File: config.mk
export PLATFORM = sky130hd
export DESIGN_NAME = primitive_record_field_patcher_flat
export DESIGN_NICKNAME = d
export VERILOG_FILES = /design/src/design/pfp_pkg.sv /design/src/design/pfp_in_if.sv /design/src/design/pfp_out_if.sv /design/src/design/pfp_cfg_if.sv /design/src/design/pfp_cfg_regs.sv /design/src/design/pfp_patch.sv /design/src/design/pfp_accum.sv /design/src/design/primitive_record_field_patcher.sv /design/src/flat_wrapper.sv
export SDC_FILE = /design/constraint.sdc
export NUM_CORES = 1
export LEC_CHECK = 0
export ABC_AREA = 0
export BUFFER_PORTS_ARGS = -buffer_cell sky130_fd_sc_hd__buf_2
export CORE_MARGIN = 2
export CORE_UTILIZATION = 25
export CTS_CLUSTER_SIZE = 20
export DETAILED_ROUTE_END_ITERATION = 10
export SYNTH_ARGS = -nofsm -noshare
export SYNTH_HDL_FRONTEND = slang
export SYNTH_SLANG_ARGS = --single-unit
File: constraint.sdc
create_clock -name clk -period 17.2 [get_ports clk]
set_input_delay 0 -clock clk [delete_from_list [all_inputs] [get_ports clk]]
set_output_delay 0 -clock clk [all_outputs]
set_load 0.1 [all_outputs]
File: src/design/pfp_pkg.sv
// Shared types, constants and register codes of the primitive record field patcher.
`default_nettype none

package pfp_pkg;

  localparam int unsigned WORD_W     = 16;
  localparam int unsigned ACC_W      = 32;
  localparam int unsigned CFG_IDX_W  = 3;
  localparam int unsigned CFG_DATA_W = 32;
  localparam int unsigned STEP_W     = 6;

  // Primitive kinds: the low forms patch words 6 and 2, the high forms words 10 and 6.
  localparam logic [WORD_W-1:0] KIND_09  = 16'h0009;
  localparam logic [WORD_W-1:0] KIND_0D  = 16'h000D;
  localparam logic [WORD_W-1:0] KIND_11  = 16'h0011;
  localparam logic [WORD_W-1:0] KIND_15  = 16'h0015;
  localparam logic [WORD_W-1:0] KIND_209 = 16'h0209;
  localparam logic [WORD_W-1:0] KIND_20D = 16'h020D;
  localparam logic [WORD_W-1:0] KIND_211 = 16'h0211;
  localparam logic [WORD_W-1:0] KIND_215 = 16'h0215;

  // Record size steps added to the running total.
  localparam logic [STEP_W-1:0] STEP_SMALL = 6'h20;
  localparam logic [STEP_W-1:0] STEP_MID   = 6'h28;
  localparam logic [STEP_W-1:0] STEP_LARGE = 6'h34;

  // Word adjustment constants.
  localparam logic [WORD_W-1:0] A_ADJ_BASE   = 16'h000A;
  localparam logic [WORD_W-1:0] A_FLAG_CLEAR = 16'hFF7F;
  localparam logic [WORD_W-1:0] B_ADJ_BASE   = 16'h3BD8;
  localparam logic [WORD_W-1:0] B_LOW_MASK   = 16'h003F;
  localparam logic [6:0]        B_LOW_BIAS   = 7'h10;

  // Reset value of the kind register.
  localparam logic [WORD_W-1:0] KIND_RESET = KIND_09;

  // Configuration register indexes.
  typedef enum logic [CFG_IDX_W-1:0] {
    CFG_PASS_MODE   = 3'd0,
    CFG_KIND_CODE   = 3'd1,
    CFG_TRACK_MAX   = 3'd2,
    CFG_START_BEST  = 3'd3,
    CFG_START_TOTAL = 3'd4
  } cfg_reg_t;

  typedef struct packed {
    logic [1:0]              pass_mode;
    logic [WORD_W-1:0]       kind_code;
    logic                    track_max;
    logic signed [ACC_W-1:0] start_best;
    logic signed [ACC_W-1:0] start_total;
  } cfg_state_t;

  typedef struct packed {
    logic              first_record;
    logic [WORD_W-1:0] word_at_2;
    logic [WORD_W-1:0] word_at_6;
    logic [WORD_W-1:0] word_at_10;
    logic [WORD_W-1:0] word_at_12;
    logic [WORD_W-1:0] word_at_14;
    logic [WORD_W-1:0] word_at_16;
    logic [WORD_W-1:0] word_at_18;
    logic [WORD_W-1:0] word_at_20;
    logic [WORD_W-1:0] word_at_24;
    logic [WORD_W-1:0] word_at_28;
  } in_item_t;

  typedef struct packed {
    logic [WORD_W-1:0]       new_word_at_2;
    logic [WORD_W-1:0]       new_word_at_6;
    logic [WORD_W-1:0]       new_word_at_10;
    logic signed [ACC_W-1:0] running_max;
    logic signed [ACC_W-1:0] running_total;
    logic                    active;
  } out_item_t;

  typedef struct packed {
    logic [WORD_W-1:0] new_word_at_2;
    logic [WORD_W-1:0] new_word_at_6;
    logic [WORD_W-1:0] new_word_at_10;
  } patch_words_t;

  // Control from the patch logic to the accumulators.
  typedef struct packed {
    logic              active;
    logic [STEP_W-1:0] step;
    logic [WORD_W-1:0] idx_max;
  } acc_ctl_t;

endpackage

`default_nettype wire

File: src/design/pfp_in_if.sv
// Input record channel of the primitive record field patcher.
`default_nettype none

interface pfp_in_if;
  logic              valid;
  logic              ready;
  pfp_pkg::in_item_t payload;

  modport source (output valid, output payload, input ready);
  modport sink   (input valid, input payload, output ready);
endinterface

`default_nettype wire

File: src/design/pfp_out_if.sv
// Result channel of the primitive record field patcher.
`default_nettype none

interface pfp_out_if;
  logic               valid;
  logic               ready;
  pfp_pkg::out_item_t payload;

  modport source (output valid, output payload, input ready);
  modport sink   (input valid, input payload, output ready);
endinterface

`default_nettype wire

File: src/design/pfp_cfg_if.sv
// Configuration write channel of the primitive record field patcher.
`default_nettype none

interface pfp_cfg_if;
  logic                               valid;
  logic                               ready;
  logic [pfp_pkg::CFG_IDX_W-1:0]      index;
  logic [pfp_pkg::CFG_DATA_W-1:0]     data;

  modport source (output valid, output index, output data, input ready);
  modport sink   (input valid, input index, input data, output ready);
endinterface

`default_nettype wire

File: src/design/pfp_cfg_regs.sv
// Configuration register file of the primitive record field patcher.
`default_nettype none

module pfp_cfg_regs (
  input  wire logic           clk,
  input  wire logic           rst_n,
  pfp_cfg_if.sink             cfg_ch,
  output pfp_pkg::cfg_state_t cfg
);

  pfp_pkg::cfg_state_t cfg_r;
  pfp_pkg::cfg_state_t cfg_nxt;

  // Writes are always taken.
  assign cfg_ch.ready = 1'b1;

  // Decode the register index of a write transaction.
  always_comb begin
    cfg_nxt = cfg_r;
    if (cfg_ch.valid) begin
      unique case (cfg_ch.index)
        pfp_pkg::CFG_PASS_MODE:   cfg_nxt.pass_mode   = cfg_ch.data[1:0];
        pfp_pkg::CFG_KIND_CODE:   cfg_nxt.kind_code   = cfg_ch.data[pfp_pkg::WORD_W-1:0];
        pfp_pkg::CFG_TRACK_MAX:   cfg_nxt.track_max   = cfg_ch.data[0];
        pfp_pkg::CFG_START_BEST:  cfg_nxt.start_best  = $signed(cfg_ch.data);
        pfp_pkg::CFG_START_TOTAL: cfg_nxt.start_total = $signed(cfg_ch.data);
        default:                  cfg_nxt = cfg_r;
      endcase
    end
  end

  always_ff @(posedge clk) begin
    if (!rst_n) begin
      cfg_r.pass_mode   <= 2'd0;
      cfg_r.kind_code   <= pfp_pkg::KIND_RESET;
      cfg_r.track_max   <= 1'b0;
      cfg_r.start_best  <= '0;
      cfg_r.start_total <= '0;
    end else begin
      cfg_r <= cfg_nxt;
    end
  end

  assign cfg = cfg_r;

endmodule

`default_nettype wire

File: src/design/pfp_patch.sv
// Kind decode, word patching and index word maximum for one record.
`default_nettype none

module pfp_patch (
  input  wire pfp_pkg::cfg_state_t cfg,
  input  wire pfp_pkg::in_item_t   item,
  output pfp_pkg::patch_words_t    words,
  output pfp_pkg::acc_ctl_t        ctl
);

  logic                            known;
  logic                            high_form;
  logic [pfp_pkg::STEP_W-1:0]      step;
  logic [pfp_pkg::WORD_W-1:0]      iw0, iw1, iw2, iw3;
  logic [pfp_pkg::WORD_W-1:0]      m01, m23;
  logic                            active;
  logic [pfp_pkg::WORD_W-1:0]      va, vb;
  logic [1:0]                      flag;
  logic [pfp_pkg::WORD_W-1:0]      na_raw, na;
  logic [pfp_pkg::WORD_W-1:0]      sum;
  logic [6:0]                      b_low;
  logic [pfp_pkg::WORD_W-1:0]      nb;
  logic                            b_patch;

  // Kind decode: word form, size step and the index words.
  always_comb begin
    known     = 1'b1;
    high_form = 1'b0;
    step      = '0;
    iw0       = '0;
    iw1       = '0;
    iw2       = '0;
    iw3       = '0;
    unique case (cfg.kind_code)
      pfp_pkg::KIND_09: begin
        step = pfp_pkg::STEP_SMALL;
        iw0  = item.word_at_12;
      end
      pfp_pkg::KIND_209: begin
        high_form = 1'b1;
        step      = pfp_pkg::STEP_SMALL;
        iw0       = item.word_at_16;
      end
      pfp_pkg::KIND_0D: begin
        step = pfp_pkg::STEP_MID;
        iw0  = item.word_at_12;
        iw1  = item.word_at_16;
        iw2  = item.word_at_20;
      end
      pfp_pkg::KIND_20D: begin
        high_form = 1'b1;
        step      = pfp_pkg::STEP_MID;
        iw0       = item.word_at_16;
        iw1       = item.word_at_20;
        iw2       = item.word_at_24;
      end
      pfp_pkg::KIND_11: begin
        step = pfp_pkg::STEP_MID;
        iw0  = item.word_at_14;
      end
      pfp_pkg::KIND_211: begin
        high_form = 1'b1;
        step      = pfp_pkg::STEP_MID;
        iw0       = item.word_at_18;
      end
      pfp_pkg::KIND_15: begin
        step = pfp_pkg::STEP_LARGE;
        iw0  = item.word_at_10;
        iw1  = item.word_at_16;
        iw2  = item.word_at_20;
        iw3  = item.word_at_24;
      end
      pfp_pkg::KIND_215: begin
        high_form = 1'b1;
        step      = pfp_pkg::STEP_LARGE;
        iw0       = item.word_at_14;
        iw1       = item.word_at_20;
        iw2       = item.word_at_24;
        iw3       = item.word_at_28;
      end
      default: known = 1'b0;
    endcase
  end

  // Modes 2 and 3 disable patching.
  assign active = known && !cfg.pass_mode[1];

  // Word A: add 4*mode-10, clear bit 7 when the flag is 3.
  assign va     = high_form ? item.word_at_10 : item.word_at_6;
  assign vb     = high_form ? item.word_at_6  : item.word_at_2;
  assign flag   = va[8:7];
  assign na_raw = va + {12'd0, cfg.pass_mode, 2'd0} - pfp_pkg::A_ADJ_BASE;
  assign na     = (flag == 2'b11) ? (na_raw & pfp_pkg::A_FLAG_CLEAR) : na_raw;

  // Word B: add 16*mode plus the base; a large old B keeps only its low fields.
  assign b_patch = !flag[1];
  assign sum     = vb + {10'd0, cfg.pass_mode, 4'd0} + pfp_pkg::B_ADJ_BASE;
  assign b_low   = 7'(sum & pfp_pkg::B_LOW_MASK) + pfp_pkg::B_LOW_BIAS;
  assign nb      = (vb[15:10] != 6'd0) ? ({9'd0, b_low} | {6'd0, vb[9:6], 6'd0}) : sum;

  // Select the patched words.
  always_comb begin
    words.new_word_at_2  = item.word_at_2;
    words.new_word_at_6  = item.word_at_6;
    words.new_word_at_10 = item.word_at_10;
    if (active) begin
      if (high_form) begin
        words.new_word_at_10 = na;
        if (b_patch) begin
          words.new_word_at_6 = nb;
        end
      end else begin
        words.new_word_at_6 = na;
        if (b_patch) begin
          words.new_word_at_2 = nb;
        end
      end
    end
  end

  // Unsigned maximum of the index words; unused slots are zero and never win.
  assign m01 = (iw0 > iw1) ? iw0 : iw1;
  assign m23 = (iw2 > iw3) ? iw2 : iw3;

  assign ctl.active  = active;
  assign ctl.step    = step;
  assign ctl.idx_max = (m01 > m23) ? m01 : m23;

endmodule

`default_nettype wire

File: src/design/pfp_accum.sv
// Running maximum and running size total carried from record to record.
`default_nettype none

module pfp_accum (
  input  wire logic                                clk,
  input  wire logic                                rst_n,
  input  wire logic                                advance,
  input  wire logic                                first,
  input  wire pfp_pkg::cfg_state_t                 cfg,
  input  wire pfp_pkg::acc_ctl_t                   ctl,
  output logic signed [pfp_pkg::ACC_W-1:0]         max_nxt,
  output logic signed [pfp_pkg::ACC_W-1:0]         total_nxt
);

  logic signed [pfp_pkg::ACC_W-1:0] max_acc_r;
  logic signed [pfp_pkg::ACC_W-1:0] total_acc_r;
  logic signed [pfp_pkg::ACC_W-1:0] base_max;
  logic signed [pfp_pkg::ACC_W-1:0] base_total;
  logic signed [pfp_pkg::ACC_W-1:0] cand;

  // A first record reloads both accumulators before it is handled.
  assign base_max   = first ? cfg.start_best  : max_acc_r;
  assign base_total = first ? cfg.start_total : total_acc_r;

  // Index words are nonnegative when taken as 32-bit signed values.
  assign cand = $signed({16'd0, ctl.idx_max});

  assign max_nxt   = (ctl.active && cfg.track_max && (base_max < cand)) ? cand : base_max;
  assign total_nxt = ctl.active ? (base_total + $signed({26'd0, ctl.step})) : base_total;

  always_ff @(posedge clk) begin
    if (!rst_n) begin
      max_acc_r   <= '0;
      total_acc_r <= '0;
    end else if (advance) begin
      max_acc_r   <= max_nxt;
      total_acc_r <= total_nxt;
    end
  end

  // Accumulators change only when a record moves to the result register.
  a_hold: assert property (@(posedge clk) disable iff (!rst_n)
    !advance |=> $stable(max_acc_r) && $stable(total_acc_r))
    else $error("accumulators changed without a record");

  // A passed-through record that is not a first record leaves the total alone.
  a_idle_total: assert property (@(posedge clk) disable iff (!rst_n)
    advance && !first && !ctl.active |=> total_acc_r == $past(total_acc_r))
    else $error("total moved on an inactive record");

  // The running maximum never falls between reloads.
  a_max_mono: assert property (@(posedge clk) disable iff (!rst_n)
    advance && !first |=> max_acc_r >= $past(max_acc_r))
    else $error("running maximum decreased");

endmodule

`default_nettype wire

File: src/design/primitive_record_field_patcher.sv
// Top level of the primitive record field patcher: input register, patch logic, result register.
// A record in the input register moves to the result register once that register is free.
// Throughput: one record per cycle unless out_ch stalls; max and total update once per record.
// The input register is refilled whenever its record moves on, so stalls cost no bubbles.
// Reset (rst_n low at a clock edge) empties both registers, clears both accumulators,
// and sets the mode to 0, the kind to 9, tracking off and both start values to zero.
`default_nettype none

module primitive_record_field_patcher (
  input  wire logic clk,
  input  wire logic rst_n,
  pfp_in_if.sink    in_ch,
  pfp_out_if.source out_ch,
  pfp_cfg_if.sink   cfg_ch
);

  pfp_pkg::cfg_state_t   cfg;
  pfp_pkg::patch_words_t words;
  pfp_pkg::acc_ctl_t     ctl;

  logic                  s1_valid_r;
  logic                  s1_valid_nxt;
  pfp_pkg::in_item_t     s1_data_r;
  logic                  out_valid_r;
  logic                  out_valid_nxt;
  pfp_pkg::out_item_t    out_data_r;
  logic                  s2_free;
  logic                  advance;
  logic                  in_take;

  logic signed [pfp_pkg::ACC_W-1:0] max_nxt;
  logic signed [pfp_pkg::ACC_W-1:0] total_nxt;

  pfp_cfg_regs u_cfg (
    .clk    (clk),
    .rst_n  (rst_n),
    .cfg_ch (cfg_ch),
    .cfg    (cfg)
  );

  pfp_patch u_patch (
    .cfg   (cfg),
    .item  (s1_data_r),
    .words (words),
    .ctl   (ctl)
  );

  pfp_accum u_accum (
    .clk       (clk),
    .rst_n     (rst_n),
    .advance   (advance),
    .first     (s1_data_r.first_record),
    .cfg       (cfg),
    .ctl       (ctl),
    .max_nxt   (max_nxt),
    .total_nxt (total_nxt)
  );

  // Handshake: the result register frees up when it is empty or being read.
  assign s2_free     = !out_valid_r || out_ch.ready;
  assign advance     = s1_valid_r && s2_free;
  assign in_ch.ready = !s1_valid_r || s2_free;
  assign in_take     = in_ch.valid && in_ch.ready;

  assign s1_valid_nxt  = in_take ? 1'b1 : (advance ? 1'b0 : s1_valid_r);
  assign out_valid_nxt = advance ? 1'b1 : (out_ch.ready ? 1'b0 : out_valid_r);

  // Valid bits.
  always_ff @(posedge clk) begin
    if (!rst_n) begin
      s1_valid_r  <= 1'b0;
      out_valid_r <= 1'b0;
    end else begin
      s1_valid_r  <= s1_valid_nxt;
      out_valid_r <= out_valid_nxt;
    end
  end

  // Payload registers.
  always_ff @(posedge clk) begin
    if (in_take) begin
      s1_data_r <= in_ch.payload;
    end
    if (advance) begin
      out_data_r.new_word_at_2  <= words.new_word_at_2;
      out_data_r.new_word_at_6  <= words.new_word_at_6;
      out_data_r.new_word_at_10 <= words.new_word_at_10;
      out_data_r.running_max    <= max_nxt;
      out_data_r.running_total  <= total_nxt;
      out_data_r.active         <= ctl.active;
    end
  end

  assign out_ch.valid   = out_valid_r;
  assign out_ch.payload = out_data_r;

  // A newly valid result must come from a filled input register.
  a_out_source: assert property (@(posedge clk) disable iff (!rst_n)
    out_valid_r && !$past(out_valid_r) |-> $past(s1_valid_r))
    else $error("result appeared without a record in the input register");

endmodule

`default_nettype wire
File: src/flat_wrapper.sv
// flat-port wrapper written by rule: the top's interface ports become plain ports
module primitive_record_field_patcher_flat 
  (clk, rst_n, in_ch_valid, in_ch_payload, in_ch_ready, out_ch_valid, out_ch_payload, out_ch_ready, cfg_ch_valid, cfg_ch_index, cfg_ch_data, cfg_ch_ready);
  pfp_in_if in_ch_i ();
  pfp_out_if out_ch_i ();
  pfp_cfg_if cfg_ch_i ();
  input  wire logic clk;
  input  wire logic rst_n;
  input wire logic [$bits(in_ch_i.valid)-1:0] in_ch_valid;
  input wire logic [$bits(in_ch_i.payload)-1:0] in_ch_payload;
  output wire logic [$bits(in_ch_i.ready)-1:0] in_ch_ready;
  output wire logic [$bits(out_ch_i.valid)-1:0] out_ch_valid;
  output wire logic [$bits(out_ch_i.payload)-1:0] out_ch_payload;
  input wire logic [$bits(out_ch_i.ready)-1:0] out_ch_ready;
  input wire logic [$bits(cfg_ch_i.valid)-1:0] cfg_ch_valid;
  input wire logic [$bits(cfg_ch_i.index)-1:0] cfg_ch_index;
  input wire logic [$bits(cfg_ch_i.data)-1:0] cfg_ch_data;
  output wire logic [$bits(cfg_ch_i.ready)-1:0] cfg_ch_ready;
  assign in_ch_i.valid = in_ch_valid;
  assign in_ch_i.payload = in_ch_payload;
  assign in_ch_ready = in_ch_i.ready;
  assign out_ch_valid = out_ch_i.valid;
  assign out_ch_payload = out_ch_i.payload;
  assign out_ch_i.ready = out_ch_ready;
  assign cfg_ch_i.valid = cfg_ch_valid;
  assign cfg_ch_i.index = cfg_ch_index;
  assign cfg_ch_i.data = cfg_ch_data;
  assign cfg_ch_ready = cfg_ch_i.ready;
  primitive_record_field_patcher u_core (.clk(clk), .rst_n(rst_n), .in_ch(in_ch_i), .out_ch(out_ch_i), .cfg_ch(cfg_ch_i));
endmodule
==> flow_metrics.py <==
metrics = {
    "finish": {
        "syn2layout_area_growth_pct": 30.1,
        "fin_area_um2": 28600,
        "drive_gt1_frac": 0.204,
        "multiInputGateArea_um2": 9980,
        "n_fill_cell": 8792,
        "nets": 2872,
        "final-seq-area_um2": 11200,
    },
    "setup_path": {
        "path_class": "reg2reg",
        "cp-start-kind": "register",
        "reg2regPathDepth": 31,
        "r2r_setup_slack_ps": 6910,
        "rr_startpoint": "u_core.u_cfg.cfg[74]",
        "crit_buf_inv": 7,
        "cp_common_cell": "buf_4",
        "reg2reg_to": "u_core.out_ch.payload[33]",
        "cp_slowest_cell": "and2_1",
        "critPathMaxStageDelay_ps": 860,
        "end_kind": "register",
        "required_ps": 17530,
        "cp.arrival_ps": 10610,
        "cp_max_fo": 79,
        "crit_family": "simple AND/OR/NAND/NOR gates",
    },
    "synthesis": {
        "yosys_warnings": 0,
        "syn_area_um2": 22000,
        "yosysUniqueCellTypes": 80,
        "synth_edf_count": 274,
        "yosys.area.top_type": "edfxtp_1",
        "yosys-top-cells-count": "332 x nand2_1, 274 x edfxtp_1, 183 x a21oi_1",
        "syn-num-nets": 2401,
        "yosys.area.top_type_share": 0.375,
        "syn_inst": 2099,
        "postSynth.asyncResetShare": 0,
        "ys_ff_latch": 423,
        "yosysMostFrequentCell": "nand2_1",
        "ys_seq_area_frac": 0.511,
        "synth_flop_cell": "edfxtp_1",
        "synth.avg_cell_area_um2": 10.5,
        "synth.area.top_cells": "edfxtp_1 37%, dfxtp_1 14%, nand2_1 5.7%",
    },
    "outcome": {
        "status": "finished clean",
    },
    "run": {
        "maxCapViolations": 0,
    },
    "drt": {
        "via_per_inst": 4.75,
        "ant_nets": 0,
        "routedWlPerCell_um": 19.7,
        "drc": 0,
        "drtPass1Iterations": 5,
        "vias": 17900,
        "totalWireLength_mm": 74.3,
        "drtIter0Drc": 1455,
    },
    "sta": {
        "grt_setup_unrepaired": "no",
        "period_minus_slack_ps": 10290,
        "fmax_mhz": 97.2,
        "timing.slew.headroom": 0.140,
        "tightest_slew_ps": 1280,
        "setup_tns_ps": 0,
        "finalWorstSetupSlack_ps": 6910,
        "period_share": 0.598,
        "drv_slew": 0,
        "fin_worst_skew_ps": 33.9,
        "setup_violations": 0,
        "hold_viol_final": 0,
    },
    "clocking": {
        "cts_tree": "yes",
        "clk_latency_ps": 610,
        "cts.clk_slew.worst_paths_ps": 60,
        "postCtsHoldBufs": 207,
        "htreeDepth": 2,
        "cts_buffers": 50,
        "clkSinkCount": 423,
        "post-cts-setup-buffer-count": 0,
        "cts.repair.resized": 0,
        "clockBufferDepth": 3,
        "root_buffer": "clkbuf_16",
    },
    "placement": {
        "port_buffers": 315,
        "gp_congestion": 0.911,
        "place_hpwl_mm": 54.0,
        "pre_cts_slack_ps": 7040,
        "placed_area_um2": 24700,
    },
    "die": {
        "initial_utilization": 0.253,
        "std_cell_rows": 108,
        "die_w_um": 300,
        "io_pins": 317,
        "core_um2": 86900,
        "die_y_um": 300,
        "dieArea_um2": 90200,
    },
    "power_and_ir_drop": {
        "leakage_nw": 10.8,
        "switching_share": 0.306,
        "power_density_nw_per_um2": 103,
        "p_int_mw": 2.05,
        "combPwrFrac": 0.209,
        "ir_drop_mv": 0.0704,
        "clockPowerShare": 0.395,
        "switchingPower_uw": 903,
        "power_mw": 2.95,
        "power_frac_seq": 0.395,
    },
    "global_route": {
        "grt_pass1_vias": 17400,
        "grt_pass1_wl_mm": 108,
        "grt_max_degree": 110,
        "antenna_found_initial": 4,
        "gr-usage-all-layers": 0.159,
        "overflow": 0,
    },
    "min_path": {
        "hold_path_end": "u_core.s1_data_r[49]",
        "hold_depth": 2,
        "worstHoldPathType": "in2reg",
        "min_from": "in_ch_payload[49]",
    },
}
cells in the final DEF, fill, tap and decap left out, drive strengths merged, types with 62 or more instances in the layout:
cell,instances
dlygate4sd3,207
inv,69
nor2,73
clkbuf,62
dfxtp,149
mux2i,118
a21oi,184
edfxtp,274
nand3,78
buf,343
o21ai,63
mux2,77
nand2,332
ha,98
power groups by stage:
stage	Clock, mW	Sequential (mW)	Combinational, mW
finish	1.17	1.17	0.618
global route	1.24	1.17	0.667
CTS	1.20	1.17	0.611
detailed placement	0	1.19	0.574
global placement	0	1.19	0.570
floorplan	0	1.29	0.305
area by class of cell:
cell class / instances / area share
antenna: 4 / 0.000350
clock buffer: 62 / 0.0487
clock inverter: 31 / 0.0147
inverter: 65 / 0.00872
multi-input combinational: 1480 / 0.349
sequential: 423 / 0.393
tap: 1155 / 0.0506
timing repair buffer: 550 / 0.135
cell families after synthesis:
group                      after synthesis  synth area share
other                                    1          0.000171
muxes                                  195            0.0933
xor gates and xnor gates                55            0.0219
DFF                                    423             0.511
AOI/OAI and AO/OA                      477             0.140
and+or+nand+nor                        651             0.140
adders and majority gates              101            0.0586
buffers and inverters                  196            0.0356
metal layers:
layer | wire length, um | GRT usage | part of all wire | vias up
met1 | 33600 | 0.220 | 0.45 | 8526
met4 | 2250 | 0.0526 | 0.030 | 2
met2 | 33800 | 0.254 | 0.45 | 620
met5 | 11 | 0 | 0.00015 | -
li1 | - | - | - | 8655
met3 | 4720 | 0.0238 | 0.064 | 121
stage by stage:
stage / hold WS [ps] / util / cells
floorplan: 98.9 / - / 2099
global placement: 177 / 0.284 / 3466
detailed placement: 178 / 0.284 / 3466
CTS: 56.6 / 0.329 / 3766
global route: 81.9 / 0.329 / 3769
finish: 102 / 0.329 / 3770
state kept, by name, indices dropped and copies added (netlist names):
name / cells
u_core.out_ch.payload: 113
u_core.out_ch.valid: 1
u_core.s1_data_r: 161
u_core.s1_valid_r: 1
u_core.u_accum.max_acc_r: 32
u_core.u_accum.total_acc_r: 32
u_core.u_cfg.cfg: 83
worst max path at each step:
stage                               from                        end  cells after the start
global placement    u_core.u_cfg.cfg[74]  u_core.out_ch.payload[33]                     32
detailed placement  u_core.u_cfg.cfg[74]  u_core.out_ch.payload[33]                     30
finish              u_core.u_cfg.cfg[74]  u_core.out_ch.payload[33]                     31
CTS                 u_core.u_cfg.cfg[74]  u_core.out_ch.payload[33]                     31
global route        u_core.u_cfg.cfg[74]  u_core.out_ch.payload[33]                     31
floorplan           u_core.u_cfg.cfg[74]  u_core.out_ch.payload[33]                     36
Power figures use the tool's default switching activity.
